File: src/hdl/relative_rect_to_polar_assert.svh
// Assertion macros for the relative_rect_to_polar block.
`ifndef RELATIVE_RECT_TO_POLAR_ASSERT_SVH
`define RELATIVE_RECT_TO_POLAR_ASSERT_SVH

// same-cycle implication, quiet during reset
`define RRP_ASSERT_IMP(name, ante, cons) \
  name: assert property (@(posedge clk) disable iff (rst) (ante) |-> (cons)) \
    else $error("rrp: same-cycle check failed");

// next-cycle implication, quiet during reset
`define RRP_ASSERT_NEXT(name, ante, cons) \
  name: assert property (@(posedge clk) disable iff (rst) (ante) |=> (cons)) \
    else $error("rrp: next-cycle check failed");

`endif

File: src/hdl/rrp_pkg.sv
// Package: constants, types and the arctangent table of the rect-to-polar block.
package rrp_pkg;

  localparam int COORD_BITS_DEF     = 16;
  localparam int ROTATION_STEPS_DEF = 16;
  localparam int CORDIC_W           = 62;
  localparam int FIXED_POINT_POS    = 58;
  localparam int ANGLE_W            = 32;
  localparam int DIST_W             = 17;
  localparam int ANGLE_OUT_W        = 16;

  localparam logic [ANGLE_W-1:0] ANGLE_HALF_TURN = 32'h8000_0000;
  localparam logic [ANGLE_W-1:0] ANGLE_ROUND     = 32'h0000_8000;

  typedef logic signed [CORDIC_W-1:0] cordic_val_t;

  typedef struct packed {
    cordic_val_t        x;
    cordic_val_t        y;
    logic [ANGLE_W-1:0] z;
    logic               zero;
  } cordic_t;

  function automatic logic [ANGLE_W-1:0] atan_entry(input int step);
    logic [ANGLE_W-1:0] val;
    case (step)
      0:  val = 32'h20000000;
      1:  val = 32'h12E4051E;
      2:  val = 32'h09FB385B;
      3:  val = 32'h051111D4;
      4:  val = 32'h028B0D43;
      5:  val = 32'h0145D7E1;
      6:  val = 32'h00A2F61E;
      7:  val = 32'h00517C55;
      8:  val = 32'h0028BE53;
      9:  val = 32'h00145F2F;
      10: val = 32'h000A2F98;
      11: val = 32'h000517CC;
      12: val = 32'h00028BE6;
      13: val = 32'h000145F3;
      14: val = 32'h0000A2FA;
      15: val = 32'h0000517D;
      16: val = 32'h000028BE;
      17: val = 32'h0000145F;
      18: val = 32'h00000A30;
      19: val = 32'h00000518;
      20: val = 32'h0000028C;
      21: val = 32'h00000146;
      22: val = 32'h000000A3;
      23: val = 32'h00000051;
      24: val = 32'h00000029;
      25: val = 32'h00000014;
      26: val = 32'h0000000A;
      27: val = 32'h00000005;
      28: val = 32'h00000003;
      29: val = 32'h00000001;
      30: val = 32'h00000001;
      default: val = 32'h00000000;
    endcase
    return val;
  endfunction

endpackage

File: src/hdl/rrp_cell.sv
// Chain cell: a square-root bit and/or a CORDIC micro-rotation, by index.
module rrp_cell import rrp_pkg::*; #(
  parameter int COORD_BITS     = COORD_BITS_DEF,
  parameter int ROTATION_STEPS = ROTATION_STEPS_DEF,
  parameter int IDX            = 0
) (
  input  logic                    clk,
  input  logic                    rst,
  input  logic                    in_valid,
  output logic                    ready_up,
  input  logic                    ready_dn,
  input  logic [2*COORD_BITS+1:0] rem_in,
  input  logic [COORD_BITS:0]     root_in,
  input  cordic_t                 cord_in,
  output logic                    valid,
  output logic [2*COORD_BITS+1:0] rem,
  output logic [COORD_BITS:0]     root,
  output cordic_t                 cord
);
  localparam int SW = 2 * COORD_BITS + 2;
  localparam int RW = COORD_BITS + 1;
  localparam int TW = SW + 2;

  logic [SW-1:0] rem_next;
  logic [RW-1:0] root_next;
  cordic_t       cord_next;

  assign ready_up = !valid || ready_dn;

  generate
    if (IDX <= COORD_BITS) begin : g_sqrt
      localparam int B = COORD_BITS - IDX;
      localparam logic [TW-1:0] ONE_T = 1;
      localparam logic [RW-1:0] ONE_R = 1;
      logic [TW-1:0] trial;
      logic          take;
      always_comb begin
        trial = (TW'(root_in) << (B + 1)) | (ONE_T << (2 * B));
        take  = TW'(rem_in) >= trial;
        rem_next  = take ? SW'(TW'(rem_in) - trial) : rem_in;
        root_next = take ? (root_in | (ONE_R << B)) : root_in;
      end
    end else begin : g_sqrt_pass
      assign rem_next  = rem_in;
      assign root_next = root_in;
    end

    if (IDX < ROTATION_STEPS) begin : g_rot
      cordic_val_t cx, cy, xs, ys;
      always_comb begin
        cx = cord_in.x;
        cy = cord_in.y;
        xs = cx >>> IDX;
        ys = cy >>> IDX;
        cord_next.zero = cord_in.zero;
        if (!cy[CORDIC_W-1]) begin
          cord_next.x = cx + ys;
          cord_next.y = cy - xs;
          cord_next.z = cord_in.z + atan_entry(IDX);
        end else begin
          cord_next.x = cx - ys;
          cord_next.y = cy + xs;
          cord_next.z = cord_in.z - atan_entry(IDX);
        end
      end
    end else begin : g_rot_pass
      assign cord_next = cord_in;
    end
  endgenerate

  always_ff @(posedge clk) begin
    if (rst) begin
      valid <= 1'b0;
    end else if (ready_up) begin
      valid <= in_valid;
    end
  end

  always_ff @(posedge clk) begin
    if (ready_up && in_valid) begin
      rem  <= rem_next;
      root <= root_next;
      cord <= cord_next;
    end
  end
endmodule

File: config.mk
export PLATFORM = sky130hd
export DESIGN_NAME = rrp_cell
export DESIGN_NICKNAME = d
export VERILOG_FILES = /design/src/hdl/relative_rect_to_polar_assert.svh /design/src/hdl/rrp_pkg.sv /design/src/hdl/rrp_cell.sv
export SDC_FILE = /design/constraint.sdc
export NUM_CORES = 1
export LEC_CHECK = 0
export BUFFER_PORTS_ARGS = -buffer_cell sky130_fd_sc_hd__buf_4
export CAP_MARGIN = 10
export CORE_MARGIN = 2
export CORE_UTILIZATION = 30
export CTS_BUF_LIST = sky130_fd_sc_hd__clkbuf_8
export DETAILED_ROUTE_END_ITERATION = 8
export SLEW_MARGIN = 0
export SYNTH_ARGS = -nofsm -noshare
export SYNTH_HDL_FRONTEND = slang
export SYNTH_SLANG_ARGS = --single-unit
File: constraint.sdc
create_clock -name clk -period 9.4 [get_ports clk]
set_input_delay 0.47 -clock clk [delete_from_list [all_inputs] [get_ports clk]]
set_output_delay 0.47 -clock clk [all_outputs]
set_load 0.1 [all_outputs]
## Word-level counts from Yosys, hierarchy flattened

Index checks and enable logic that the tools add are counted.

- Word-level logic and storage cells: 20
- Flip-flop bits (word level): 209
- Output and inout port bits: 210

- Magnitude comparators: 1
- Reductions and logical operators: 3
- Mux-type cells: 2
- Add/sub/neg operators: 6

Operators by type and width:

| cell | number |
|---|---|
| $mux W156 | 1 |
| $sub A62 B62 Y62 | 2 |
| $add A62 B62 Y62 | 1 |
| $ge A34 B34 Y1 | 1 |
| $mux W34 | 1 |
| $sub A34 B34 Y34 | 1 |
| $add A32 B30 Y32 const B | 1 |
| $sub A32 B30 Y32 const B | 1 |
| $logic_and A1 B1 Y1 | 1 |
| $logic_not A1 Y1 | 1 |
| $logic_or A1 B1 Y1 | 1 |

## Longest topological paths before layout

- Depth in word-level cells: 3
- Mapped depth: 14

## Worst setup path before layout

Ideal clock, no wire load.

- Path type: flip-flop to flip-flop
- From: register valid
- To: register cord[0] (netlist name), enable pin
- Cell stages (with the launch flop): 3
- Clock period less this slack: 6.969 ns
- Arrival time: 6.377 ns
- Required time: 8.809 ns
- Setup time: 0.591 ns
- Slack: 2.431 ns
- Cell sequence: dfxtp_1 > nand2b_1 > and2_1

- Word-level cells in the longest chain between the ends: 3

Ends and longest elaborated chain:

| element | line | RTL |
|---|---|---|
| from (decl) | rrp_cell.sv:15 | `output logic valid,` |
| from (signal assigned) | rrp_cell.sv:75 | `valid <= in_valid;` |
| $logic_not A1 Y1 | rrp_cell.sv:28 | `assign ready_up = !valid \|\| ready_dn;` |
| $logic_or A1 B1 Y1 | rrp_cell.sv:28 |  |
| via ready_up | rrp_cell.sv:10 | `output logic ready_up,` |
| $logic_and A1 B1 Y1 | rrp_cell.sv:80 | `if (ready_up && in_valid) begin` |
| to (signal assigned) | rrp_cell.sv:83 | `cord <= cord_next;` |
| to (decl) | rrp_cell.sv:18 | `output cordic_t cord` |

The timed path passes the listed nets, and every way through them passes these cells.
A chain may end at the register's enable or synchronous reset.

==> impl_metrics.toml <==
[run_status]
status = "finished, final reports clean"

[yosys]
ys_seq_area_share_pct = 32.36
synth-seq-cells = 208
ys_async_sr_fraction_pct = 0
synth_top_area_share_pct = 32.26
synth_mux_area_share_pct = 1.260
netlist_area_sq_um = 19270
yosys.cell_types.count = 88
synth-compound-area-share_pct = 25.14
yosysMostFrequentCell = "a21oi_1"
ys_top_cells_by_count = "a21oi_1, ha_1, inv_1, edfxtp_1, nor2_1"
yosysWarnings = 0
synth.net_count = 2682
yosys.area_share.xor_xnor_pct = 5.955
synthAdderAreaFrac_pct = 14.48
syn_area_per_cell_sq_um = 8.564
yosys.area_share.simple_pct = 14.41
postSynthCellCount = 2250
synth_area_leaders = "edfxtp_1, ha_1, a21oi_1"
synth-edff-count = 207
synth_top_family_by_area = "compound AO/OA/AOI/OAI gates"
synth_area_leader_cell = "edfxtp_1"
ys.flop_type = "edfxtp_1"

[final_layout]
final_cells = 3538
drive_above_1_share_pct = 19.41
area_growth_pct = 26.64
n_fill_cell = 6526
final_area_sq_um = 24400
num-nets-final = 3093

[place]
pre_cts_ws_ns = 4.792
dpl.hpwl_microns = 67400
io_buffers = 421
dp.cells = 3425
gp_congestion = 0.9548
post_dp_cell_area_sq_um = 23160

[setup_path]
crit_family = "compound AO/OA/AOI/OAI gates"
crit_type = "in2reg"
required_ns = 9.74
slowest_stage = "nor4_1"
critPathMaxFanout = 16
worstPathCellList = "buf_4 > inv_1 > ha_1 > nor4_1 > nand4_1 > nor4_1 > o211ai_1 > a211oi_2 > o2111a_1 > o211ai_1 > o311ai_1 > xnor2_1"
worst_setup_path_start_kind = "input pin"
path_buf_inv = 2
worstPathArrival_ns = 4.47
max_stage_delay_ns = 0.72
crit_path_end_kind = "flop"

[cts]
post-cts-setup-buffer-count = 0
clock_sinks = 208
cts-buffers-inserted = 41
clkLatencyLatePin_ns = 0.62
htreeDepth = 2
cts_tree = "built"
cts.reportedPaths.clkPinSlew_ns = 0.06
clockBufferDepth = 3
cts_root_buffer = "clkbuf_8"

[global_routing]
grt_max_degree = 101
grt-ovfl-total = 0
grt_pass1_wl_microns = 121800
grt_usage_pct = 24.02
antenna_found_initial = 5
grt_pass1_vias = 18970

[worst_hold_path]
hold_class = "in2reg"

[floorplanning]
pin_count = 422
core_area_sq_um = 63310
rows = 92
die_w_microns = 257.4
initial_core_util_pct = 30.43
dieArea_sq_um = 66270
die_y_microns = 257.4

[routing]
antenna_left = 0
wl_microns = 82860
num_vias = 19200
via_per_inst = 5.427
detail_route.wl_per_cell_microns = 23.42
firstDrtPassIters = 5
drcViolationCount = 0
drtIter0Drc = 1814

[timing]
fin_crit_sh_pct = 44.00
finalSetupViolations = 0
worst_slack_ns = 5.264
finalSetupTns_ns = 0
maxSlewHeadroom_pct = 20.23
worst_slew_pin_slew_ns = 1.186
max_freq_mhz = 241.8
hold_violations = 0
report.final.slew_viol_count = 0
fin_crit_ns = 4.136
rsz0062_at_grt = "no"
finalClockSkew_ns = 0.01849

[pwr]
peakVddDrop_uv = 145.8
leakage_nw = 10.47
powerDensity_nw_per_um2 = 172.8

[run]
drv_cap = 0
[where the power goes]
part | leakage, nW | internal, mW | switching (mW) | total, mW
clock network | 0.464 | 0.555 | 0.435 | 0.991
logic | 8.00 | 0.514 | 1.50 | 2.02
registers | 2.01 | 1.17 | 0.0405 | 1.21
[sequential cells by signal, indices dropped and copies added (netlist names)]
name,count
valid,1
root,17
rem,34
cord,156
[worst paths after layout]
path | to | startpoint | cells past startpoint | slack (ns)
worst min register to register | valid | valid | 2 | 0.58
worst min-delay path | root[9] | root_in[9] | 1 | 0.05
worst max-delay path | cord[155] | cord_in[57] | 12 | 5.26
worst max register to register | cord[119] | valid | 4 | 6.60
[routing by layer]
layer / up-vias / part of all wire, % / global-route usage [%]
met5: - / 0 / 0
met4: 0 / 2.7 / 6.615
met3: 119 / 7.7 / 4.413
met2: 938 / 47 / 40.66
met1: 9165 / 42 / 31.25
li1: 8978 / - / -
[final cells by class]
class	instances	area, sq um	share of cell area [%]
multi-input combinational	1721	11820	48.42
sequential	208	6236	25.55
timing repair buffer	468	3611	14.80
tap	846	1059	4.338
inverter	221	829.5	3.399
clock buffer	42	578.1	2.369
clock inverter	29	266.5	1.092
antenna	3	7.507	0.03076
[cells by family (layout without fill, tap and decap cells)]
kind of cell,count (synthesis),after routing
and+or+nand+nor,583,583
other,0,3
buffers and inverters,321,760
AOI/OAI and AO/OA,763,763
muxes,24,24
DFF,208,208
adders and majority gates,220,220
xor gates and xnor gates,131,131
[cell usage in the layout, fill, tap and decap left out, types with 9 or more instances in the layout]
cell             n
a211oi_1        10
a21boi_0        16
a21o_1          39
a21oi_1        273
a221oi_1         9
a31oi_1         14
buf_4          429
clkbuf_8        42
clkinv_1        11
dlygate4sd3_1   39
edfxtp_1       207
ha_1           215
inv_1          224
mux2i_1         22
nand2_1        148
nand2b_1        23
nand3_1         29
nand4_1         48
nor2_1         178
nor2b_1         20
nor3_1          59
nor4_1          23
o211ai_1        16
o21a_1          20
o21ai_0        167
o21bai_1        55
o31a_1          10
o31ai_1         41
or2_2           10
xnor2_1        111
xor2_1          20
[repair_timing]
action,4_1_cts,5_1_grt
hold endpoints to repair,39,0
hold buffers,39,0
gates resized for setup,0,0
[through the flow]
step                hold slack [ns]  util (%)  total power, mW
floorplan                    0.5391         -            2.639
global placement             0.5803     36.58            3.208
detailed placement           0.5878     36.58            3.206
CTS                       0.0007864     38.53            4.239
global route               0.003886     38.54            4.396
finish                      0.05138     38.54            4.217
Note: power is estimated with default switching activity, not from simulation.
