**src/hdl/relative_rect_to_polar_assert.svh**
```systemverilog
// Assertion macros for the relative_rect_to_polar block.
`ifndef RELATIVE_RECT_TO_POLAR_ASSERT_SVH
`define RELATIVE_RECT_TO_POLAR_ASSERT_SVH

// same-cycle implication, quiet during reset
`define RRP_ASSERT_IMP(name, ante, cons) \
  name: assert property (@(posedge clk) disable iff (rst) (ante) |-> (cons)) \
    else $error("rrp: same-cycle check failed");

// next-cycle implication, quiet during reset
`define RRP_ASSERT_NEXT(name, ante, cons) \
  name: assert property (@(posedge clk) disable iff (rst) (ante) |=> (cons)) \
    else $error("rrp: next-cycle check failed");

`endif

```
**src/hdl/rrp_pkg.sv**
```systemverilog
// Package: constants, types and the arctangent table of the rect-to-polar block.
package rrp_pkg;

  localparam int COORD_BITS_DEF     = 16;
  localparam int ROTATION_STEPS_DEF = 16;
  localparam int CORDIC_W           = 62;
  localparam int FIXED_POINT_POS    = 58;
  localparam int ANGLE_W            = 32;
  localparam int DIST_W             = 17;
  localparam int ANGLE_OUT_W        = 16;

  localparam logic [ANGLE_W-1:0] ANGLE_HALF_TURN = 32'h8000_0000;
  localparam logic [ANGLE_W-1:0] ANGLE_ROUND     = 32'h0000_8000;

  typedef logic signed [CORDIC_W-1:0] cordic_val_t;

  typedef struct packed {
    cordic_val_t        x;
    cordic_val_t        y;
    logic [ANGLE_W-1:0] z;
    logic               zero;
  } cordic_t;

  function automatic logic [ANGLE_W-1:0] atan_entry(input int step);
    logic [ANGLE_W-1:0] val;
    case (step)
      0:  val = 32'h20000000;
      1:  val = 32'h12E4051E;
      2:  val = 32'h09FB385B;
      3:  val = 32'h051111D4;
      4:  val = 32'h028B0D43;
      5:  val = 32'h0145D7E1;
      6:  val = 32'h00A2F61E;
      7:  val = 32'h00517C55;
      8:  val = 32'h0028BE53;
      9:  val = 32'h00145F2F;
      10: val = 32'h000A2F98;
      11: val = 32'h000517CC;
      12: val = 32'h00028BE6;
      13: val = 32'h000145F3;
      14: val = 32'h0000A2FA;
      15: val = 32'h0000517D;
      16: val = 32'h000028BE;
      17: val = 32'h0000145F;
      18: val = 32'h00000A30;
      19: val = 32'h00000518;
      20: val = 32'h0000028C;
      21: val = 32'h00000146;
      22: val = 32'h000000A3;
      23: val = 32'h00000051;
      24: val = 32'h00000029;
      25: val = 32'h00000014;
      26: val = 32'h0000000A;
      27: val = 32'h00000005;
      28: val = 32'h00000003;
      29: val = 32'h00000001;
      30: val = 32'h00000001;
      default: val = 32'h00000000;
    endcase
    return val;
  endfunction

endpackage

```
**src/hdl/rrp_in_if.sv**
```systemverilog
// Interface: input channel carrying a point and a reference point.
interface rrp_in_if import rrp_pkg::*; #(
  parameter int COORD_BITS = COORD_BITS_DEF
);
  logic                         valid;
  logic                         ready;
  logic signed [COORD_BITS-1:0] point_x;
  logic signed [COORD_BITS-1:0] point_y;
  logic signed [COORD_BITS-1:0] ref_x;
  logic signed [COORD_BITS-1:0] ref_y;

  modport source (output valid, output point_x, output point_y, output ref_x, output ref_y,
                  input ready);
  modport sink (input valid, input point_x, input point_y, input ref_x, input ref_y,
                output ready);
endinterface

```
**src/hdl/rrp_front.sv**
```systemverilog
// Front end: difference vector, squares, sum of squares and CORDIC start values.
module rrp_front import rrp_pkg::*; #(
  parameter int COORD_BITS = COORD_BITS_DEF
) (
  input  logic                       clk,
  input  logic                       rst,
  rrp_in_if.sink                     coords,
  output logic                       valid,
  input  logic                       ready,
  output logic [2*COORD_BITS+1:0]    sum_sq,
  output cordic_t                    cord
);
  localparam int DW   = COORD_BITS + 1;
  localparam int SW   = 2 * COORD_BITS + 2;
  localparam int FRAC = FIXED_POINT_POS - COORD_BITS;

  logic                 v1, v2, v3;
  logic                 rdy1, rdy2, rdy3;
  logic signed [DW-1:0] dx1, dy1;
  logic signed [DW-1:0] dx_next, dy_next;
  logic [SW-1:0]        sqx2, sqy2;
  logic [DW-1:0]        ax, ay;
  logic signed [DW-1:0] ndx, ndy;
  cordic_t              c2, c2_next;
  logic [SW-1:0]        sum3;
  cordic_t              c3;

  assign rdy3 = !v3 || ready;
  assign rdy2 = !v2 || rdy3;
  assign rdy1 = !v1 || rdy2;
  assign coords.ready = rdy1;

  assign dx_next = DW'(coords.point_x) - DW'(coords.ref_x);
  assign dy_next = DW'(coords.point_y) - DW'(coords.ref_y);

  always_comb begin
    ax = dx1[DW-1] ? DW'(-dx1) : DW'(dx1);
    ay = dy1[DW-1] ? DW'(-dy1) : DW'(dy1);
    ndx = dx1[DW-1] ? -dx1 : dx1;
    ndy = dx1[DW-1] ? -dy1 : dy1;
    c2_next.x    = CORDIC_W'(ndx) <<< FRAC;
    c2_next.y    = CORDIC_W'(ndy) <<< FRAC;
    c2_next.z    = dx1[DW-1] ? ANGLE_HALF_TURN : '0;
    c2_next.zero = (dx1 == '0) && (dy1 == '0);
  end

  always_ff @(posedge clk) begin
    if (rst) begin
      v1 <= 1'b0;
      v2 <= 1'b0;
      v3 <= 1'b0;
    end else begin
      if (rdy1) v1 <= coords.valid;
      if (rdy2) v2 <= v1;
      if (rdy3) v3 <= v2;
    end
  end

  always_ff @(posedge clk) begin
    if (rdy1 && coords.valid) begin
      dx1 <= dx_next;
      dy1 <= dy_next;
    end
    if (rdy2 && v1) begin
      sqx2 <= SW'(ax) * SW'(ax);
      sqy2 <= SW'(ay) * SW'(ay);
      c2   <= c2_next;
    end
    if (rdy3 && v2) begin
      sum3 <= sqx2 + sqy2;
      c3   <= c2;
    end
  end

  assign valid  = v3;
  assign sum_sq = sum3;
  assign cord   = c3;
endmodule

```
**src/flat_wrapper.sv**
```systemverilog
// flat-port wrapper written by rule: the top's interface ports become plain ports
module rrp_front_flat import rrp_pkg::*;
#(
  parameter int COORD_BITS = COORD_BITS_DEF
)
  (clk, rst, valid, ready, sum_sq, cord, coords_valid, coords_point_x, coords_point_y, coords_ref_x, coords_ref_y, coords_ready);
  rrp_in_if #(.COORD_BITS(COORD_BITS)) coords_i ();
  input  logic clk;
  input  logic rst;
  output logic valid;
  input  logic ready;
  output logic [2*COORD_BITS+1:0] sum_sq;
  output cordic_t cord;
  input wire logic [$bits(coords_i.valid)-1:0] coords_valid;
  input wire logic [$bits(coords_i.point_x)-1:0] coords_point_x;
  input wire logic [$bits(coords_i.point_y)-1:0] coords_point_y;
  input wire logic [$bits(coords_i.ref_x)-1:0] coords_ref_x;
  input wire logic [$bits(coords_i.ref_y)-1:0] coords_ref_y;
  output wire logic [$bits(coords_i.ready)-1:0] coords_ready;
  assign coords_i.valid = coords_valid;
  assign coords_i.point_x = coords_point_x;
  assign coords_i.point_y = coords_point_y;
  assign coords_i.ref_x = coords_ref_x;
  assign coords_i.ref_y = coords_ref_y;
  assign coords_ready = coords_i.ready;
  rrp_front #(.COORD_BITS(COORD_BITS)) u_core (.clk(clk), .rst(rst), .coords(coords_i), .valid(valid), .ready(ready), .sum_sq(sum_sq), .cord(cord));
endmodule
```
**config.mk**
```make
export PLATFORM = sky130hd
export DESIGN_NAME = rrp_front_flat
export DESIGN_NICKNAME = d
export VERILOG_FILES = /design/src/hdl/relative_rect_to_polar_assert.svh /design/src/hdl/rrp_pkg.sv /design/src/hdl/rrp_in_if.sv /design/src/hdl/rrp_front.sv /design/src/flat_wrapper.sv
export SDC_FILE = /design/constraint.sdc
export NUM_CORES = 1
export LEC_CHECK = 0
export ABC_AREA = 1
export BUFFER_PORTS_ARGS = -buffer_cell sky130_fd_sc_hd__buf_4
export CORE_UTILIZATION = 36
export DETAILED_ROUTE_END_ITERATION = 10
export PLACE_DENSITY = 0.56
export RECOVER_POWER = 100
export SLEW_MARGIN = 25
export SYNTH_ARGS = -nofsm -noshare
export SYNTH_HDL_FRONTEND = slang
export SYNTH_SLANG_ARGS = --single-unit
export TNS_END_PERCENT = 10
```
**constraint.sdc**
```tcl
create_clock -name clk -period 10.4 [get_ports clk]
set_input_delay 1.04 -clock clk [delete_from_list [all_inputs] [get_ports clk]]
set_output_delay 1.04 -clock clk [all_outputs]
set_load 0.05 [all_outputs]
```
Yosys cells after proc, flatten, opt, wreduce, memory -nomap -nowiden
Index checks and enable logic that the tools add are counted.
{ "op_classes": {"n_addsub": 5, "n_reduce_logical": 12, "multipliers": 2, "n_mux": 4} }
{ "ops": {"columns": ["cell", "count"], "rows": [
  ["$mul 17x17->34", 2],
  ["$mux 17", 3],
  ["$add 34x34->34", 1],
  ["$logic_not 17->1", 2],
  ["$neg 17->17", 2],
  ["$sub 16x16->17", 2],
  ["$mux 32", 1],
  ["$logic_and 1x1->1", 4],
  ["$logic_not 1->1", 3],
  ["$logic_or 1x1->1", 3]
]} }
{ "word_totals": {"wordCells": 39, "output_inout_bits": 193, "inputBits": 68, "regBits": 273} }

Logic depth before layout (Yosys ltp)
{ "logic_depth": {"depth_word": 5, "mapped_depth": 36, "mapped_depth_nobuf": 35} }

Worst setup path before layout
OpenSTA, ideal clock, no wires.
{ "synth_timing": {"path_kind": "reg-to-reg", "start": "reg u_core.dy1[0]", "end": "reg u_core.sqy2[31] (data pin)", "required_ns": 10.148, "stages_incl_launch_ff": 33, "period_less_slack_ns": 6.985, "setup_time_ns": 0.252, "path_slack_ns": 3.415, "arrival_ns": 6.732, "path_cell_list": "edfxtp_1 -> inv_2 -> clkbuf_1 -> ha_1 -> nand3_4 -> nor2_4 -> nand3_2 -> nor3_1 -> ha_1 -> clkbuf_1 -> inv_1 -> clkbuf_1 -> nor2_1 -> inv_1 -> fa_1 -> fa_1 -> inv_1 -> fa_1 -> fa_1 -> fa_1 -> inv_1 -> fa_1 -> inv_1 -> ha_1 -> nand2_1 -> nand2_1 -> o21bai_1 -> a21oi_1 -> nor2_1 -> nor2_1 -> nand2_1 -> nand2_1 -> nand2_1"} }
{ "synth_via": {"elab_chain_len": 3} }
{ "synth_lines": {"columns": ["item", "line_no", "source"], "rows": [
  ["from (decl)", "rrp_front.sv:19", "logic signed [DW-1:0] dx1, dy1;"],
  ["from (signal assigned)", "rrp_front.sv:62", "dy1 <= dy_next;"],
  ["$neg 17->17", "rrp_front.sv:38", "ay = dy1[DW-1] ? DW'(-dy1) : DW'(dy1);"],
  ["$mux 17 (*)", "rrp_front.sv:38", null],
  ["$mul 17x17->34 (*)", "rrp_front.sv:66", "sqy2 <= SW'(ay) * SW'(ay);"],
  ["to (signal assigned)", "rrp_front.sv:66", null],
  ["to (decl)", "rrp_front.sv:21", "logic [SW-1:0] sqx2, sqy2;"]
]} }
Every way passes the cells marked *; elsewhere a longest branch is shown, timed or not.
A chain may end at the register's enable or synchronous reset.

Worst setup path in the final report
{ "layout_timing": {"start": "reg u_core.dy1[0]", "end": "reg u_core.sqy2[27] (data pin)"} }
Same word-level chain as after synthesis.

==> flow_summary_export.csv <==
group,metric,value,unit
routing,wl_per_cell,16.2,um
timing,hold_viol,0,
timing,finalCriticalPeriod,8.54,ns
timing,final_max_slew_viol_count,221,
setup_path,crit_end,"u_core.sqy2[27]",
clock_tree,clock_latency,0.59,ns
status,violations,"max-capacitance violations, max-slew violations",
synth,yosys.area.top_type_share,26.7,%
setup_path,r2r-start,"u_core.dy1[0]",
clock_tree,ctsHoldBuffers,0,
grt,grtUsageTotal,18.6,%
synth,synthArstFlopShare,0,%
clock_tree,cts.sinks,207,
timing,max_freq,0.117,GHz
final_layout,num-fill-cells,8307,
clock_tree,ctsResizeCount,0,
routing,dr.pass1.iters,5,
clock_tree,cts_tree,"built",
synth,synth.most_common_cell,"inv_1",
timing,tightest_slew,3.65,ns
synth,yosysTopAreaCell,"fa_1",
final_layout,drive_above_1_share,4.84,%
timing,finalSetupTns,0,ns
setup_path,start_kind,"register",
clock_tree,numCtsBuffers,28,
synth,synth_top_family_by_area,"adder cells",
routing,dr_wl_met3,4860,um
setup_path,worstPathMaxFanout,16,
timing,skew,0.0366,ns
synth,yosysWarnings,0,
grt,antenna_found_initial,4,
routing,vias_per_cell,4.65,
setup_path,rr_endpoint,"u_core.sqy2[27]",
final_layout,seqCellArea,6190,um2
routing,vias,21593,
final_layout,diodes,0,
timing,min_period_over_period,82.1,%
floorplanning,dieArea,81800,um2
synth,synth_area_leaders,"fa_1, edfxtp_1, ha_1",
synth,synth_common_cells,"inv_1, nand2_1, fa_1, nor2_1, ha_1",
timing,setup_viol,0,
setup_path,crit_type,"reg2reg",
grt,grt_max_degree,64,
routing,drt_wl_total,75100,um
floorplanning,core_area,79400,um2
routing,drtIter0Drc,1246,
clock_tree,clk_pin_slew,0.06,ns
synth,netlist_area,29000,um2
setup_path,ff2ff_setup_slack,1.86,ns
clock_tree,h-tree-depth,1,
synth,ys_ff_latch,207,
clock_tree,root_buffer,"clkbuf_16",
clock_tree,post-cts-setup-buffers,0,
synth,synth_xor_area_share,3.26,%
status,outcome,"finished with violations",
placed_design,gp_congestion,0.920,
synth,syn-instance-count,3414,
synth,syn_area_per_cell,8.51,um2
routing,drc,0,
synth,ys_seq_area_share,21.3,%
routing,drtAntennaViolNets,0,
final_layout,areaGrowthSynthToFinish,8.11,%
clock_tree,cts_buffer_depth,3,
placed_design,place.detailed.hpwl,63000,um
final_layout,num-nets-final,4302,
grt,first_global_vias,22122,
synth,synth-simple-area-share,17.2,%
grt,grt_pass1_wl,119000,um
synth,synthDistinctLibCells,50,
setup_path,r2r_cells,27,
synth,synth_compound_area_share,5.39,%
routing,wl_met2,34000,um
timing,rsz0062_at_grt,"false",
floorplanning,io_pins,261,
floorplanning,die_width,286,um
routing,top_layer,"met5",
run,cap_violations,6,
routing,wl_met1,34400,um
synth,yosys-mux-area-fraction,0,%
placed_design,numPortBuffers,145,
grt,gr-total-overflow,0,
setup_path,critPathLaunch,"u_core.dy1[0]",
min_path,holdCritPathClass,"reg2reg",
floorplanning,die_y,286,um
final_layout,multi_input_area,19100,um2
setup_path,arrival,8.85,ns
setup_path,required,10.70,ns
floorplanning,start_util,36.6,%
synth,synth_edf_count,204,
timing,max-slew-margin-rel,-143,%
setup_path,cp-end-kind,"register",
floorplanning,row_count,103,
synth,synthAdderAreaFrac,38.6,%
synth,ys.flop_type,"edfxtp_1",
layout make-up:
class | instances | share of cell area, %
timing repair buffer | 158 | 2.79
tap | 1050 | 4.18
clock inverter | 21 | 0.622
clock buffer | 31 | 2.33
multi-input combinational | 2370 | 60.7
inverter | 806 | 9.66
sequential | 207 | 19.7
logic make-up after synthesis:
logic type	after synthesis
adder cells (fa/ha/maj)	663
flip-flops	207
buffers and inverters	962
other	2
AO/OA/AOI/OAI	283
XOR/XNOR	102
AND/OR/NAND/NOR	1195
routing by layer:
metal,up-vias,GRT usage (%)
met2,596,30.4
li1,10526,-
met1,10380,25.5
met5,-,0
met3,89,3.21
met4,2,4.63
sequential cells by signal, indices dropped and copies added, names as in the netlist:
name,cells
u_core.cord,36
u_core.c2,34
u_core.sum_sq,34
u_core.sqx2,33
u_core.sqy2,33
u_core.dx1,17
u_core.dy1,17
u_core.v1,1
u_core.v2,1
u_core.valid,1
worst max-delay path: stages (launching register included):
cell and delay (ns):
edfxtp_1 0.59, inv_1 0.62, ha_1 0.30, nand3_1 0.18, nor2_1 0.30, nand2_1 0.11, nand3_1 0.09, o21ai_0 0.68
inv_2 0.57, nor2_1 0.18, fa_1 0.53, inv_1 0.05, fa_1 0.51, inv_1 0.06, fa_1 0.48, fa_1 0.51
fa_1 0.49, inv_1 0.05, fa_1 0.47, inv_1 0.04, ha_1 0.40, nand2_1 0.14, nor2_1 0.20, inv_1 0.11
nor3_1 0.20, o21ai_0 0.14, nand3_1 0.15, xor2_1 0.08
layout by cell type, fill, tap and decap left out, types with 77 or more instances in the layout:
master,netlist,layout
a21oi_1,137,137
clkbuf_1,15,85
nor2_1,306,313
conb_1,2,127
xor2_1,75,77
nand3_1,118,121
ha_1,275,275
nand2_1,654,662
o21ai_0,89,92
edfxtp_1,204,204
inv_1,782,786
fa_1,388,388
per-stage QoR:
stage          setup slack (ns)  util, %  std cells  cell area (um2)  hold WS [ns]
4_1_cts                    2.55     40.1       4643            31900         0.414
5_1_grt                    1.30     39.6       4643            31400         0.422
3_3_place_gp               2.55     39.0       4591            30900         0.403
3_5_place_dp               2.57     39.0       4591            30900         0.405
2_1_floorplan              3.42        -       3539            29500         0.400
6_report                   1.86     39.6       4643            31400         0.415
worst min path at each step:
stage	endpoint	slack, ns	start	cells after the start
final	u_core.cord[80]	0.41	u_core.c2[80]	0
after global routing	u_core.cord[80]	0.42	u_core.c2[80]	0
after CTS	u_core.cord[80]	0.41	u_core.c2[80]	0
after detailed placement	u_core.cord[80]	0.40	u_core.c2[80]	0
after global placement	u_core.cord[90]	0.40	u_core.c2[90]	0
after floorplan	u_core.cord[0]	0.40	u_core.c2[0]	0
Power is left out: the tool's default activity adds up to more than one toggle a clock period on the data nets, which glitch-free logic cannot reach.
